File: config.mk
export PLATFORM = sky130hd
export DESIGN_NAME = multi_input_debouncer_top
export DESIGN_NICKNAME = d
export VERILOG_FILES = /design/src/rtl/mdb_pkg.sv /design/src/rtl/multi_input_debouncer_top.sv /design/src/rtl/mdb_lane.sv /design/src/rtl/mdb_merge.sv
export SDC_FILE = /design/constraint.sdc
export NUM_CORES = 1
export LEC_CHECK = 0
export BUFFER_PORTS_ARGS = -buffer_cell sky130_fd_sc_hd__buf_2
export CAP_MARGIN = 5
export CORE_UTILIZATION = 35
export DETAILED_ROUTE_END_ITERATION = 7
export GPL_TIMING_DRIVEN = 0
export HOLD_SLACK_MARGIN = 0.1
export SYNTH_ARGS = -nofsm -noshare
export SYNTH_HDL_FRONTEND = slang
export SYNTH_SLANG_ARGS = --single-unit
File: constraint.sdc
create_clock -name clk -period 11 [get_ports clk]
set_input_delay 1.65 -clock clk [delete_from_list [all_inputs] [get_ports clk]]
set_output_delay 1.65 -clock clk [all_outputs]
set_load 0.01 [all_outputs]
File: src/rtl/mdb_pkg.sv
// Package with shared constants, types and helpers for the switch debouncer.
`timescale 1ns / 1ps

package mdb_pkg;

    // Number of debounced pins (one lane each).
    localparam int NUM_PINS = 8;

    // Widths of the stream fields and configuration registers.
    localparam int TIME_W  = 32;
    localparam int LEVEL_W = 8;
    localparam int OUT_W   = 8;
    localparam int CH_W    = 3;
    localparam int DELAY_W = 8;
    localparam int CFG_W   = 8;
    localparam int IDX_W   = 3;

    localparam int IN_DATA_W  = 40;
    localparam int OUT_DATA_W = 16;

    // Configuration register indexes.
    localparam logic [IDX_W-1:0] REG_NC_MASK       = 3'd0;
    localparam logic [IDX_W-1:0] REG_EXTEND_CH     = 3'd1;
    localparam logic [IDX_W-1:0] REG_RETRACT_CH    = 3'd2;
    localparam logic [IDX_W-1:0] REG_EXTEND_DELAY  = 3'd3;
    localparam logic [IDX_W-1:0] REG_RETRACT_DELAY = 3'd4;
    localparam logic [IDX_W-1:0] REG_BUTTON_DELAY  = 3'd5;

    // Reset values of the configuration registers.
    localparam logic [LEVEL_W-1:0] NC_MASK_RST     = 8'd0;
    localparam logic [CH_W-1:0]    EXTEND_CH_RST   = 3'd0;
    localparam logic [CH_W-1:0]    RETRACT_CH_RST  = 3'd1;
    localparam logic [DELAY_W-1:0] DELAY_RST       = 8'd10;

    // What one lane reports for the current word.
    typedef struct packed {
        logic stable;
        logic changed;
    } lane_res_t;

    // Debounce delay of a pin; the extend channel wins when both channel registers name the pin.
    function automatic logic [DELAY_W-1:0] delay_for(
        input int unsigned        pin,
        input logic [CH_W-1:0]    ext_ch,
        input logic [CH_W-1:0]    ret_ch,
        input logic [DELAY_W-1:0] ext_d,
        input logic [DELAY_W-1:0] ret_d,
        input logic [DELAY_W-1:0] btn_d
    );
        logic [DELAY_W-1:0] d;
        if (pin == 32'(ext_ch))
            d = ext_d;
        else if (pin == 32'(ret_ch))
            d = ret_d;
        else
            d = btn_d;
        return d;
    endfunction

endpackage

File: src/rtl/multi_input_debouncer_top.sv
// Top level of the multi-input switch debouncer.
`timescale 1ns / 1ps

// Channel   Direction  Contents
// s_axis    in         tdata: now_ms[31:0], raw_levels[39:32]
// m_axis    out        tdata: debounced_states[7:0], changed_mask[15:8]
// cfg       in         cfg_we, cfg_index, cfg_data (registers 0 to 5)
//
// Every pin has its own lane; all lanes update in the cycle a word is accepted,
// so one word is taken per clock unless stalled; its result appears in the next cycle.
// The output register lets a new word in while the result is taken in the same cycle.
// A stalled output holds one result and stops input until it is taken.
// Reset clears the readings, stable states and timestamps and loads the default registers.

module multi_input_debouncer_top (
    input  logic                           clk,
    input  logic                           rst_n,
    input  logic                           s_axis_tvalid,
    output logic                           s_axis_tready,
    // now_ms [31:0], raw_levels [39:32]
    input  logic [mdb_pkg::IN_DATA_W-1:0]  s_axis_tdata,
    output logic                           m_axis_tvalid,
    input  logic                           m_axis_tready,
    // debounced_states [7:0], changed_mask [15:8]
    output logic [mdb_pkg::OUT_DATA_W-1:0] m_axis_tdata,
    input  logic                           cfg_we,
    input  logic [mdb_pkg::IDX_W-1:0]      cfg_index,
    input  logic [mdb_pkg::CFG_W-1:0]      cfg_data
);
    import mdb_pkg::*;

    logic [LEVEL_W-1:0] nc_mask_reg;
    logic [CH_W-1:0]    extend_ch_reg;
    logic [CH_W-1:0]    retract_ch_reg;
    logic [DELAY_W-1:0] extend_delay_reg;
    logic [DELAY_W-1:0] retract_delay_reg;
    logic [DELAY_W-1:0] button_delay_reg;

    logic [TIME_W-1:0]  now_ms;
    logic [LEVEL_W-1:0] raw_levels;
    logic               accept;
    lane_res_t          lane_res [NUM_PINS];

    assign now_ms     = s_axis_tdata[TIME_W-1:0];
    assign raw_levels = s_axis_tdata[TIME_W +: LEVEL_W];
    assign accept     = s_axis_tvalid && s_axis_tready;

    always_ff @(posedge clk or negedge rst_n)
    begin
        if (!rst_n)
        begin
            nc_mask_reg       <= NC_MASK_RST;
            extend_ch_reg     <= EXTEND_CH_RST;
            retract_ch_reg    <= RETRACT_CH_RST;
            extend_delay_reg  <= DELAY_RST;
            retract_delay_reg <= DELAY_RST;
            button_delay_reg  <= DELAY_RST;
        end
        else if (cfg_we)
        begin
            case (cfg_index)
                REG_NC_MASK:       nc_mask_reg       <= cfg_data;
                REG_EXTEND_CH:     extend_ch_reg     <= cfg_data[CH_W-1:0];
                REG_RETRACT_CH:    retract_ch_reg    <= cfg_data[CH_W-1:0];
                REG_EXTEND_DELAY:  extend_delay_reg  <= cfg_data;
                REG_RETRACT_DELAY: retract_delay_reg <= cfg_data;
                REG_BUTTON_DELAY:  button_delay_reg  <= cfg_data;
                default:           ;
            endcase
        end
    end

    generate
        for (genvar i = 0; i < NUM_PINS; i++)
        begin : g_lane
            logic               reading;
            logic [DELAY_W-1:0] delay_ms;

            // Pins above the level field see level low and no NC bit, so they read active.
            if (i < LEVEL_W)
            begin : g_wired
                assign reading = nc_mask_reg[i] ? raw_levels[i] : !raw_levels[i];
            end
            else
            begin : g_unwired
                assign reading = 1'b1;
            end

            assign delay_ms = delay_for(i, extend_ch_reg, retract_ch_reg,
                                        extend_delay_reg, retract_delay_reg,
                                        button_delay_reg);

            mdb_lane u_lane (
                .clk      (clk),
                .rst_n    (rst_n),
                .accept   (accept),
                .reading  (reading),
                .now_ms   (now_ms),
                .delay_ms (delay_ms),
                .res      (lane_res[i])
            );
        end
    endgenerate

    mdb_merge u_merge (
        .clk           (clk),
        .rst_n         (rst_n),
        .in_valid      (s_axis_tvalid),
        .in_ready      (s_axis_tready),
        .lane_res      (lane_res),
        .m_axis_tvalid (m_axis_tvalid),
        .m_axis_tready (m_axis_tready),
        .m_axis_tdata  (m_axis_tdata)
    );

endmodule

File: src/rtl/mdb_lane.sv
// One debounce lane: reading history, change timestamp and stable state of a pin.
`timescale 1ns / 1ps

module mdb_lane (
    input  logic                        clk,
    input  logic                        rst_n,
    input  logic                        accept,
    input  logic                        reading,
    input  logic [mdb_pkg::TIME_W-1:0]  now_ms,
    input  logic [mdb_pkg::DELAY_W-1:0] delay_ms,
    output mdb_pkg::lane_res_t          res
);
    import mdb_pkg::*;

    logic              last_reg;
    logic              stable_reg;
    logic [TIME_W-1:0] change_time_reg;

    logic              last_next;
    logic              stable_next;
    logic [TIME_W-1:0] change_time_next;
    logic [TIME_W-1:0] elapsed;
    logic              changed;

    // A fresh edge restarts the timer from that word's timestamp; no change is reported for that word.
    always_comb
    begin
        elapsed = now_ms - change_time_reg;
        changed = (reading == last_reg) && (elapsed > TIME_W'(delay_ms))
                  && (last_reg != stable_reg);
        last_next        = reading;
        stable_next      = stable_reg ^ changed;
        change_time_next = (reading != last_reg) ? now_ms : change_time_reg;
    end

    always_ff @(posedge clk or negedge rst_n)
    begin
        if (!rst_n)
        begin
            last_reg        <= 1'b0;
            stable_reg      <= 1'b0;
            change_time_reg <= '0;
        end
        else if (accept)
        begin
            last_reg        <= last_next;
            stable_reg      <= stable_next;
            change_time_reg <= change_time_next;
        end
    end

    assign res.stable  = stable_next;
    assign res.changed = changed;

endmodule

File: src/rtl/mdb_merge.sv
// Merging stage: gathers the lane results into one output word register.
`timescale 1ns / 1ps

module mdb_merge (
    input  logic                           clk,
    input  logic                           rst_n,
    input  logic                           in_valid,
    output logic                           in_ready,
    input  mdb_pkg::lane_res_t             lane_res [mdb_pkg::NUM_PINS],
    output logic                           m_axis_tvalid,
    input  logic                           m_axis_tready,
    output logic [mdb_pkg::OUT_DATA_W-1:0] m_axis_tdata
);
    import mdb_pkg::*;

    logic                  out_valid_reg;
    logic                  out_valid_next;
    logic [OUT_DATA_W-1:0] out_data_reg;
    logic [OUT_W-1:0]      states;
    logic [OUT_W-1:0]      changes;
    logic                  load;

    // Pins beyond the output width are dropped; missing pins read as zero.
    generate
        for (genvar i = 0; i < OUT_W; i++)
        begin : g_bits
            if (i < NUM_PINS)
            begin : g_pin
                assign states[i]  = lane_res[i].stable;
                assign changes[i] = lane_res[i].changed;
            end
            else
            begin : g_pad
                assign states[i]  = 1'b0;
                assign changes[i] = 1'b0;
            end
        end
    endgenerate

    assign in_ready = !out_valid_reg || m_axis_tready;
    assign load     = in_valid && in_ready;

    always_comb
    begin
        if (load)
            out_valid_next = 1'b1;
        else if (m_axis_tready)
            out_valid_next = 1'b0;
        else
            out_valid_next = out_valid_reg;
    end

    always_ff @(posedge clk or negedge rst_n)
    begin
        if (!rst_n)
            out_valid_reg <= 1'b0;
        else
            out_valid_reg <= out_valid_next;
    end

    always_ff @(posedge clk)
    begin
        if (load)
            out_data_reg <= {changes, states};
    end

    assign m_axis_tvalid = out_valid_reg;
    assign m_axis_tdata  = out_data_reg;

endmodule
Yosys cells after proc, flatten, opt, wreduce, memory -nomap -nowiden
Cells that the tools add are included.
Storage, ports and cells
  output and inout bits: 18
  word-level logic and storage cells: 170
  bits of input ports: 56
  flip-flop bits (word level): 327
Operators by class
  equality and inequality tests: 43
  bitwise gates (word level): 8
  $lt $le $gt $ge: 8
  reductions and logical operators: 45
  muxes and demuxes: 26
  add/subtract/negate cells: 8
Operators by type and width (number)
  > comparator 32 x 8 -> 1 bit: 8
  subtractor 32 bit: 8
  two-way mux 8 bit: 16
  AND reduction 2 bit: 14
  equality test 3 bit, first input constant: 8
  logical AND 1 bit: 17
  inequality test 1 bit: 16
  equality test 2 x 3 -> 1 bit, first input constant: 4
  two-way mux 1 bit: 10
  zero test 1 bit: 9
  zero test 3 bit: 3
  equality test 1 bit: 8
  XOR 1 bit: 8
  equality test 1 x 3 -> 1 bit, first input constant: 2
  equality test 3 x 2 -> 1 bit, second input constant: 2
  equality test 3 bit, second input constant: 2
  equality test 3 x 1 -> 1 bit, second input constant: 1
  nonzero test 2 bit: 1
  logical OR 1 bit: 1

Logic depth before layout (Yosys ltp)
Gate-level depths: netlist (run 1).
  depth in word-level cells: 7
  mapped depth: 21
  depth with buffers taken out: 21

Modules after synthesis
Synthesis (run 1) repeated with hierarchy kept, for this count alone.
Second synthesis, totals
  cells, all modules: 3994
  area, all modules: 32804.0 um^2
Modules (own cells, without submodules)
  mdb_lane at g_lane[0].u_lane ...: seq. area each 850.8 um^2, instances 5, cells each 433, area each 3543.4 um^2
  mdb_lane at g_lane[7].u_lane: seq. area each 850.8 um^2, instances 1, cells each 488, area each 4005.1 um^2
  mdb_lane at g_lane[2].u_lane: seq. area each 850.8 um^2, instances 1, cells each 447, area each 3716.1 um^2
  mdb_lane at g_lane[1].u_lane: seq. area each 850.8 um^2, instances 1, cells each 450, area each 3689.8 um^2
  multi_input_debouncer_top: seq. area each 959.7 um^2, instances 1, cells each 424, area each 3141.8 um^2
  mdb_merge: seq. area each 505.5 um^2, instances 1, cells each 20, area each 534.3 um^2

Worst setup path before layout (run 1)
OpenSTA, ideal clock, no wires.
  path kind: input port to flip-flop
  start: input port s_axis_tdata[1] (netlist name)
  end: register u_merge.out_data_reg[6] (netlist: u_merge.m_axis_tdata[6]) (data pin)
  path slack: 5.251 ns
  data arrival time: 5.488 ns
  path buffers: 0
  data required time: 10.739 ns
  stages on the path: 18
  setup time: 0.261 ns
  path through: inv_1 fa_1 nor2b_1 o31a_1 o21ai_1 nand2_1 xor2_1 ha_1 and3_1 a21boi_0 o31ai_1 o2111ai_1 a2111oi_2 nand4_1 or4_4 nor4_4 nor2b_1 o2bb2a_1
Between the ends
  cells in the longest elaborated chain, start to end: 5
Ends and longest elaborated chain
  start: declaration: line multi_input_debouncer_top.sv:21  | input logic [mdb_pkg::IN_DATA_W-1:0] s_axis_tdata,
  subtractor 32 bit: line mdb_lane.sv:28  | elapsed = now_ms - change_time_reg;
  > comparator 32 x 8 -> 1 bit: line mdb_lane.sv:29  | changed = (reading == last_reg) && (elapsed > TIME_W'(delay_ms))
  logical AND 1 bit: line mdb_lane.sv:29
  logical AND 1 bit: line mdb_lane.sv:30  | && (last_reg != stable_reg);
  XOR 1 bit: line mdb_lane.sv:32  | stable_next = stable_reg ^ changed;
  via g_lane[6].u_lane.stable_next: line mdb_lane.sv:20  | logic stable_next;
  end signal: assignment: line mdb_merge.sv:64  | out_data_reg <= {changes, states};
  end: declaration: line mdb_merge.sv:18  | logic [OUT_DATA_W-1:0] out_data_reg;
The timed path passes the listed nets, and every way through them passes these cells.
A chain may end at the register's enable or synchronous reset.

Worst setup path after layout (run 1)
Same ends and word-level chain as after synthesis.

==> flow_summary.toml, run 1 <==
[power_and_ir_drop]
sequentialPowerShare = 0.183
netSwitchingFraction = 0.460
finalPower_mw = 11.0
total_leakage_power_nw = 15.9
cellPowerDensity_mw_per_mm2 = 311
p_int_mw = 5.96
net-switching-power_mw = 5.06
clock_power_share = 0.154
pwr-share-comb = 0.662
ir_worst_vdd_v = 0.000113

[synthesis]
postSynthNetCount = 4120
synth_flop_cell = "sky130_fd_sc_hd__dfrtp_1"
yosys.cell_types.count = 104
complex_gate_fraction_of_the_synthesized_area = 0.224
synth_fa_ha_area_frac = 0.128
synth-seq-cells = 327
synthMostInstantiatedCell = "sky130_fd_sc_hd__a21oi_1"
sequential_fraction_of_the_synthesis_area = 0.260
syn_avg_cell_area_sq_um = 8.49
netlist_area_sq_mm = 0.0318
synth-xor-area-share = 0.0416
largest_family_of_logic_cells_by_synthesized_area = "compound AO/OA/AOI/OAI gates"
post_synth_most_frequent_cells = "sky130_fd_sc_hd__a21oi_1 (326), sky130_fd_sc_hd__ha_1 (312), sky130_fd_sc_hd__inv_1 (310)"
synthesis.instances = 3744
synth_largest_type_area_fraction = 0.239
synth_simple_gate_area_frac = 0.160
ys_warn_count = 0
synth_async_sr_flop_share = 0.951
netlist.top_cell.by_area = "sky130_fd_sc_hd__dfrtp_1"
synth-edff-count = 16
synth.mux.area_fraction = 0.128
synthTopCellsByArea = "sky130_fd_sc_hd__dfrtp_1 (24%), sky130_fd_sc_hd__ha_1 (12%), sky130_fd_sc_hd__mux2_2 (10%), sky130_fd_sc_hd__a21oi_1 (5.1%), sky130_fd_sc_hd__inv_1 (3.7%)"

[clocking]
cts_htree_levels = 2
clk_pin_slew_worst_paths_ns = 0.06
clkLatencyLatePin_ns = 0.58
post_cts.resized_instances = 0
number_of_buffers_created_by_cts = 45
clkSinkCount = 327
cts.root.buffer_cell = "sky130_fd_sc_hd__clkbuf_16"
cts-root-to-sink-buffers = 3
cts_hold_buf = 0
cts.repair_timing.setup_buffer_count = 0
cts_tree = "yes"

[drt]
dr_drc_count = 0
drt-vias-per-instance = 5.59
firstDrtPassIters = 6
ant_nets = 0
drt-wirelength-per-cell_um = 18.5
detail_route.iter0.violations = 2000
wl_um = 94100
route.vias.total = 28400

[finish]
area_growth_syn_to_layout_pct = 11.6
num-nets-final = 4244
layout-drive-gt1-share = 0.130
instances_no_fill = 5084
largest_reg_flops = 256

[flow_run]
drv_cap = 0

[global_route]
grt_overflow = 0
grt_pass1_vias = 26500
grt_util_all_layers = 0.202
grt_pass1_wl_um = 148000
globalRoute.busiestLayer = "met2"
groute.layer.met1.usage = 0.282
largest_net_degree_at_the_start_of_global_routing = 112
met2_usage = 0.325
antenna_violations_before_repair = 4
grt.met3_usage = 0.0303

[timing]
achievable-frequency_mhz = 143
headroom_to_the_max_slew_limit = 0.249
timing.final.setup_violations = 0
fin_worst_skew_ns = 0.0227
count_of_final_hold_check_violations = 0
final.setup.worst_slack_ns = 3.98
tns_ns = 0
timing.final.crit_period_ns = 7.02
unrepaired_setup_endpoints_after_global_routing = "no"
finalMaxSlewViolations = 0
worst_slew_pin_slew_ns = 1.12
period_utilization_post_route = 0.638

[floorplanning]
die_w_um = 303
die_h_um = 303
initial_core_util = 0.353
die-area_sq_mm = 0.0920
io_pins = 74
core_sq_mm = 0.0900
fp-row-count = 110

[place]
gpl.final_weighted_congestion = 0.908
placed_cells_incl_taps = 4994
post-place-ws_ns = 3.38
port_buffers = 70
post-dp-hpwl_um = 67900

[setup_path]
critical_path.slowest_cell = "sky130_fd_sc_hd__fa_1"
worst_r2r_path_depth = 18
critPathArrivalTime_ns = 7.33
critical_path.max_stage_delay_ns = 0.63
critPathBufInv = 2
path_depth = 19
worstPathRequired_ns = 11.31
worst_path_most_repeated_cell = "sky130_fd_sc_hd__nor2b_1"
worst_path_dominant_cell_family = "compound AO/OA/AOI/OAI gates"
worstPathCellList = "buf_2, inv_1, fa_1, nor2b_1, o31a_1, o21ai_1, nand2_1, xor2_1, ha_1, and3_1, a21boi_0, o31ai_1, o2111ai_1, a2111oi_2, nand4_1, or4_4, nor4_4, nor2b_1, o2bb2a_1"
crit_path_max_fanout = 16
timing.setup.critical_path_class = "input pin to flip-flop"
timing.critical_path.from_type = "input pin"
endpoint_kind = "flip-flop"

[min_path]
min_path_cells = 2
worstHoldPathType = "flip-flop to flip-flop"

[status]
status = "completed"
[cell type report]
| type | instances | area (sq um) |
|---|---|---|
| fill | 9174 | 54500 |
| multi-input combinational | 2929 | 21700 |
| sequential | 327 | 8270 |
| tap | 1176 | 1470 |
| clock buffer | 59 | 1280 |
| inverter | 311 | 1170 |
| buffer | 177 | 689 |
| timing repair buffer | 77 | 475 |
| clock inverter | 24 | 440 |
| antenna | 4 | 10.0 |
[per-layer routing]
metal | vias up | part of all wire
met3 | 122 | 0.051
met1 | 13700 | 0.48
met4 | 6 | 0.026
met5 | - | 0.00038
met2 | 625 | 0.44
li1 | 14000 | -
[cell families (layout without fill, tap and decap cells)]
logic type      Yosys count  after routing
compound gates         1074           1074
simple gates           1014           1014
buf+inv                 488            648
mux                     371            371
flops                   327            327
fa+ha+maj               320            320
xor+xnor                150            150
other cells               0              4
[layout by cell type (no fill, tap or decap), types with 87 or more instances in the layout]
master | synthesis | final
sky130_fd_sc_hd__clkbuf_1 | 150 | 157
sky130_fd_sc_hd__dfrtp_1 | 304 | 304
sky130_fd_sc_hd__xnor2_1 | 99 | 99
sky130_fd_sc_hd__mux2_2 | 284 | 284
sky130_fd_sc_hd__nor2_1 | 253 | 253
sky130_fd_sc_hd__a21oi_1 | 326 | 326
sky130_fd_sc_hd__a21o_1 | 111 | 111
sky130_fd_sc_hd__nand2_1 | 261 | 261
sky130_fd_sc_hd__o21ai_0 | 181 | 181
sky130_fd_sc_hd__ha_1 | 312 | 312
sky130_fd_sc_hd__inv_1 | 310 | 310
sky130_fd_sc_hd__mux2i_1 | 87 | 87
[worst paths after layout]
kind,from,end,slack [ns]
setup / recovery,s_axis_tdata[1],u_merge.m_axis_tdata[6]$_DFFE_PP_,3.98
hold / removal,g_lane[7].u_lane.change_time_reg[0]$_DFFE_PN0P_,g_lane[7].u_lane.change_time_reg[0]$_DFFE_PN0P_,0.49
setup reg to reg,retract_ch_reg[0]$_DFFE_PN1P_,u_merge.m_axis_tdata[6]$_DFFE_PP_,5.50
hold reg to reg,g_lane[7].u_lane.change_time_reg[0]$_DFFE_PN0P_,g_lane[7].u_lane.change_time_reg[0]$_DFFE_PN0P_,0.49
max in group asynchronous,rst_n,g_lane[4].u_lane.change_time_reg[8]$_DFFE_PN0P_,8.79
min in group asynchronous,rst_n,g_lane[2].u_lane.change_time_reg[10]$_DFFE_PN0P_,1.02
[per-stage QoR]
stage / cell area (sq um) / utilization / hold WS [ns]
after floorplan: 31800 / - / 0.454
after global placement: 33600 / 0.373 / 0.467
after detailed placement: 33700 / 0.375 / 0.476
after CTS: 35400 / 0.394 / 0.491
after global routing: 35500 / 0.394 / 0.509
final: 35500 / 0.394 / 0.490
[tightest hold or removal path: cells and delay by family, from the launching register on]
kind / cells / cell delay [ns]
AO/OA/AOI/OAI: 1 / 0.06
flip-flops: 1 / 0.34
AND/OR/NAND/NOR: 1 / 0.05
[power groups by stage]
stage | clock (mW) | sequential [mW] | combinational [mW]
after detailed placement | 0 | 2.04 | 7.20
final | 1.70 | 2.02 | 7.30
after global placement | 0 | 2.02 | 7.12
after CTS | 1.74 | 2.03 | 7.24
after global routing | 1.79 | 2.10 | 8.21
after floorplan | 0 | 1.98 | 5.67
Power figures use the tool's default switching activity.
==> inputs of run 2 (changes only) <==
--- a/config.mk
+++ b/config.mk
@@ -5,6 +5,7 @@
 export SDC_FILE = /design/constraint.sdc
 export NUM_CORES = 1
 export LEC_CHECK = 0
+export ABC_AREA = 1
 export BUFFER_PORTS_ARGS = -buffer_cell sky130_fd_sc_hd__buf_2
 export CAP_MARGIN = 5
 export CORE_UTILIZATION = 35
==> constraint.sdc (replaced) <==
create_clock -name clk -period 6.97 [get_ports clk]
set_input_delay 1.0455 -clock clk [delete_from_list [all_inputs] [get_ports clk]]
set_output_delay 1.0455 -clock clk [all_outputs]
set_load 0.01 [all_outputs]
==> run 2 against run 1 <==
Critical endpoint is now u_merge.m_axis_tdata[1]$_DFFE_PP_. Non-clock buffer count shrank 100. Critical path depth grew 5. Cell count grew 46%. Register-to-register slack lost 2.9 ns. Hold slack lost 0.010 ns. Highest routed layer unchanged. Combinational power grew 38%. Sequential power grew 50%. Synthesized cell count grew 60%. Largest cell class unchanged.
==> flow_summary.toml, run 2 <==
[timing]
period_utilization_post_route = 0.764
headroom_to_the_max_slew_limit = 0.140
fin_worst_skew_ns = 0.0180
count_of_final_hold_check_violations = 0
timing.final.crit_period_ns = 5.32
tns_ns = 0
unrepaired_setup_endpoints_after_global_routing = "no"
achievable-frequency_mhz = 188
timing.final.setup_violations = 0
worst_slew_pin_slew_ns = 1.29
finalMaxSlewViolations = 0

[setup_path]
critical_path.endpoint = "u_merge.m_axis_tdata[1]$_DFFE_PP_"
critical_path.slowest_cell = "sky130_fd_sc_hd__inv_1"
crit_path_max_fanout = 16
cp-startpoint = "s_axis_tdata[1]"
reg2reg_to = "u_merge.m_axis_tdata[2]$_DFFE_PP_"
critPathBufInv = 3
setup.reg_to_reg.worst_slack_ns = 2.56
worstPathCellList = "buf_2, inv_1, fa_1, inv_1, nand3_1, nand2_2, nand2_1, nand2_1, xor2_1, ha_1, nand2_1, o21a_1, nand2_1, nand2_1, nand3_1, nor2_1, nand2_1, nor2_1, nand2_1, nor2_1, nand3_1, nand2_1, nand2_1, and2_1"
worst_r2r_path_depth = 20
critical_path.max_stage_delay_ns = 0.73
worstPathRequired_ns = 7.34
worst_path_dominant_cell_family = "simple AND/OR/NAND/NOR gates"
critPathArrivalTime_ns = 5.69
timing.critical_path.from_type = "input pin"
timing.setup.critical_path_class = "input pin to flip-flop"
path_depth = 24
worst_path_most_repeated_cell = "sky130_fd_sc_hd__nand2_1"
endpoint_kind = "flip-flop"
r2r_start = "retract_ch_reg[1]$_DFFE_PN0P_"

[floorplanning]
die-area_sq_mm = 0.101
die_w_um = 318
io_pins = 74
fp-row-count = 115
die_h_um = 318
initial_core_util = 0.354
core_sq_mm = 0.0987

[clocking]
post_cts.resized_instances = 0
cts_htree_levels = 2
clkLatencyLatePin_ns = 0.62
cts.repair_timing.setup_buffer_count = 0
cts.root.buffer_cell = "sky130_fd_sc_hd__clkbuf_16"
cts-root-to-sink-buffers = 3
cts_tree = "yes"
clk_pin_slew_worst_paths_ns = 0.05
cts_hold_buf = 0
clkSinkCount = 327
number_of_buffers_created_by_cts = 45

[min_path]
worstHoldPathType = "flip-flop to flip-flop"

[global_route]
grt_util_all_layers = 0.262
antenna_violations_before_repair = 11
largest_net_degree_at_the_start_of_global_routing = 112
grt_overflow = 0
grt_pass1_wl_um = 202000
grt_pass1_vias = 34000

[drt]
route.vias.total = 36900
detail_route.iter0.violations = 3147
drt-vias-per-instance = 4.97
dr_drc_count = 0
firstDrtPassIters = 6
drt-wirelength-per-cell_um = 18.1
wl_um = 134000
ant_nets = 0

[synthesis]
syn_avg_cell_area_sq_um = 5.84
post_synth_most_frequent_cells = "sky130_fd_sc_hd__nand2_1 (2,213), sky130_fd_sc_hd__inv_1 (1,185), sky130_fd_sc_hd__nor2_1 (508)"
synth-seq-cells = 327
synthTopCellsByArea = "sky130_fd_sc_hd__nand2_1 (24%), sky130_fd_sc_hd__dfrtp_1 (22%), sky130_fd_sc_hd__inv_1 (13%), sky130_fd_sc_hd__ha_1 (11%), sky130_fd_sc_hd__o21ai_0 (5.8%)"
synth_flop_cell = "sky130_fd_sc_hd__dfrtp_1"
synth_largest_type_area_fraction = 0.237
netlist.top_cell.by_area = "sky130_fd_sc_hd__nand2_1"
synthMostInstantiatedCell = "sky130_fd_sc_hd__nand2_1"
sequential_fraction_of_the_synthesis_area = 0.236
ys_warn_count = 0
postSynthNetCount = 6367
synth-edff-count = 16
synthesis.instances = 5991
yosys.cell_types.count = 45
synth_async_sr_flop_share = 0.951
netlist_area_sq_mm = 0.0350

[power_and_ir_drop]
pwr-share-comb = 0.640
total_leakage_power_nw = 22.2
cellPowerDensity_mw_per_mm2 = 408
ir_worst_vdd_v = 0.000183
net-switching-power_mw = 8.06
sequentialPowerShare = 0.193
finalPower_mw = 15.8
netSwitchingFraction = 0.511
clock_power_share = 0.167
p_int_mw = 7.72

[status]
status = "completed"

[finish]
layout_commonest_cell = "sky130_fd_sc_hd__nand2_1"
layout-drive-gt1-share = 0.0374
area_growth_syn_to_layout_pct = 10.6
largest_reg_flops = 256
num-nets-final = 6488
layout.cells.most_common_list = "sky130_fd_sc_hd__nand2_1 (2,213), sky130_fd_sc_hd__inv_1 (1,185), sky130_fd_sc_hd__nor2_1 (508)"

[place]
port_buffers = 72
gpl.final_weighted_congestion = 0.967
post-dp-hpwl_um = 102000

[flow_run]
drv_cap = 0
## run 2: cell types whose count changed in the layout (fill, tap and decap cells not counted), sizes merged, moves of 100 or more
cell	delta
nand3	+226
o21ai	+226
mux2	-284
nor2	+277
a21o	-100
a21oi	-104
nand2	+1980
inv	+883
## run 2: tightest hold or removal path, cell delays in order (launching register included)
cell and delay (ns):
sky130_fd_sc_hd__dfrtp_1 0.33, sky130_fd_sc_hd__nand2_1 0.05, sky130_fd_sc_hd__o21ai_0 0.06
## run 2: kinds of logic (layout without fill, tap and decap cells)
logic type | after synthesis | after routing | share of synthesized area
AND/OR/NAND/NOR | 3253 | 3253 | 0.379
adder cells (fa/ha/maj) | 320 | 320 | 0.116
XOR/XNOR | 78 | 78 | 0.0195
buffers and inverters | 1276 | 1433 | 0.137
flip-flops | 327 | 327 | 0.236
other | 0 | 1 | 0
AO/OA/AOI/OAI | 737 | 737 | 0.112
## run 2: layout make-up
class,count,area [sq um]
Multi-Input combinational cell,4388,21900
Sequential cell,327,8270
Clock buffer,67,1330
Antenna cell,1,2.50
Fill cell,11000,60000
Buffer,80,312
Tap cell,1287,1610
Timing Repair Buffer,74,425
Clock inverter,16,323
Inverter,1196,4490
## run 2: power by group through the flow
stage | registers [mW] | clock network [mW] | logic, mW
6_report | 3.04 | 2.63 | 10.1
5_1_grt | 3.13 | 2.74 | 11.6
4_1_cts | 3.04 | 2.69 | 10.0
3_5_place_dp | 3.06 | 0 | 9.97
3_3_place_gp | 3.04 | 0 | 9.88
2_1_floorplan | 2.93 | 0 | 7.47
## run 2: how the worst min path moves through the flow
| stage | start | end | slack (ns) | depth (start not counted) |
|---|---|---|---|---|
| after floorplan | g_lane[0].u_lane.change_time_reg[10]$_DFFE_PN0P_ | g_lane[0].u_lane.change_time_reg[10]$_DFFE_PN0P_ | 0.45 | 2 |
| after global placement | g_lane[3].u_lane.change_time_reg[25]$_DFFE_PN0P_ | g_lane[3].u_lane.change_time_reg[25]$_DFFE_PN0P_ | 0.47 | 2 |
| after detailed placement | g_lane[5].u_lane.change_time_reg[21]$_DFFE_PN0P_ | g_lane[5].u_lane.change_time_reg[21]$_DFFE_PN0P_ | 0.47 | 2 |
| after CTS | g_lane[3].u_lane.change_time_reg[8]$_DFFE_PN0P_ | g_lane[3].u_lane.change_time_reg[8]$_DFFE_PN0P_ | 0.49 | 2 |
| after global routing | g_lane[1].u_lane.change_time_reg[5]$_DFFE_PN0P_ | g_lane[1].u_lane.change_time_reg[5]$_DFFE_PN0P_ | 0.50 | 2 |
| final | g_lane[2].u_lane.change_time_reg[25]$_DFFE_PN0P_ | g_lane[2].u_lane.change_time_reg[25]$_DFFE_PN0P_ | 0.48 | 2 |
## run 2: routing by layer
metal | global-route usage | vias to the layer above | wire, um
met5 | 0 | - | 34
met4 | 0.138 | 4 | 7590
met3 | 0.0378 | 291 | 9070
met2 | 0.434 | 1102 | 60800
met1 | 0.327 | 16700 | 57000
li1 | - | 18800 | -
## run 2: stage by stage
step	cell area (sq um)	setup WS (ns)	std cells	utilization	hold WS (ns)
floorplan	35000	3.11	5991	-	0.453
global placement	37000	-1.54	7350	0.374	0.466
detailed placement	37000	0.984	7352	0.375	0.473
CTS	38700	1.66	7435	0.392	0.487
global route	38700	1.29	7435	0.392	0.500
finish	38700	1.65	7436	0.392	0.480
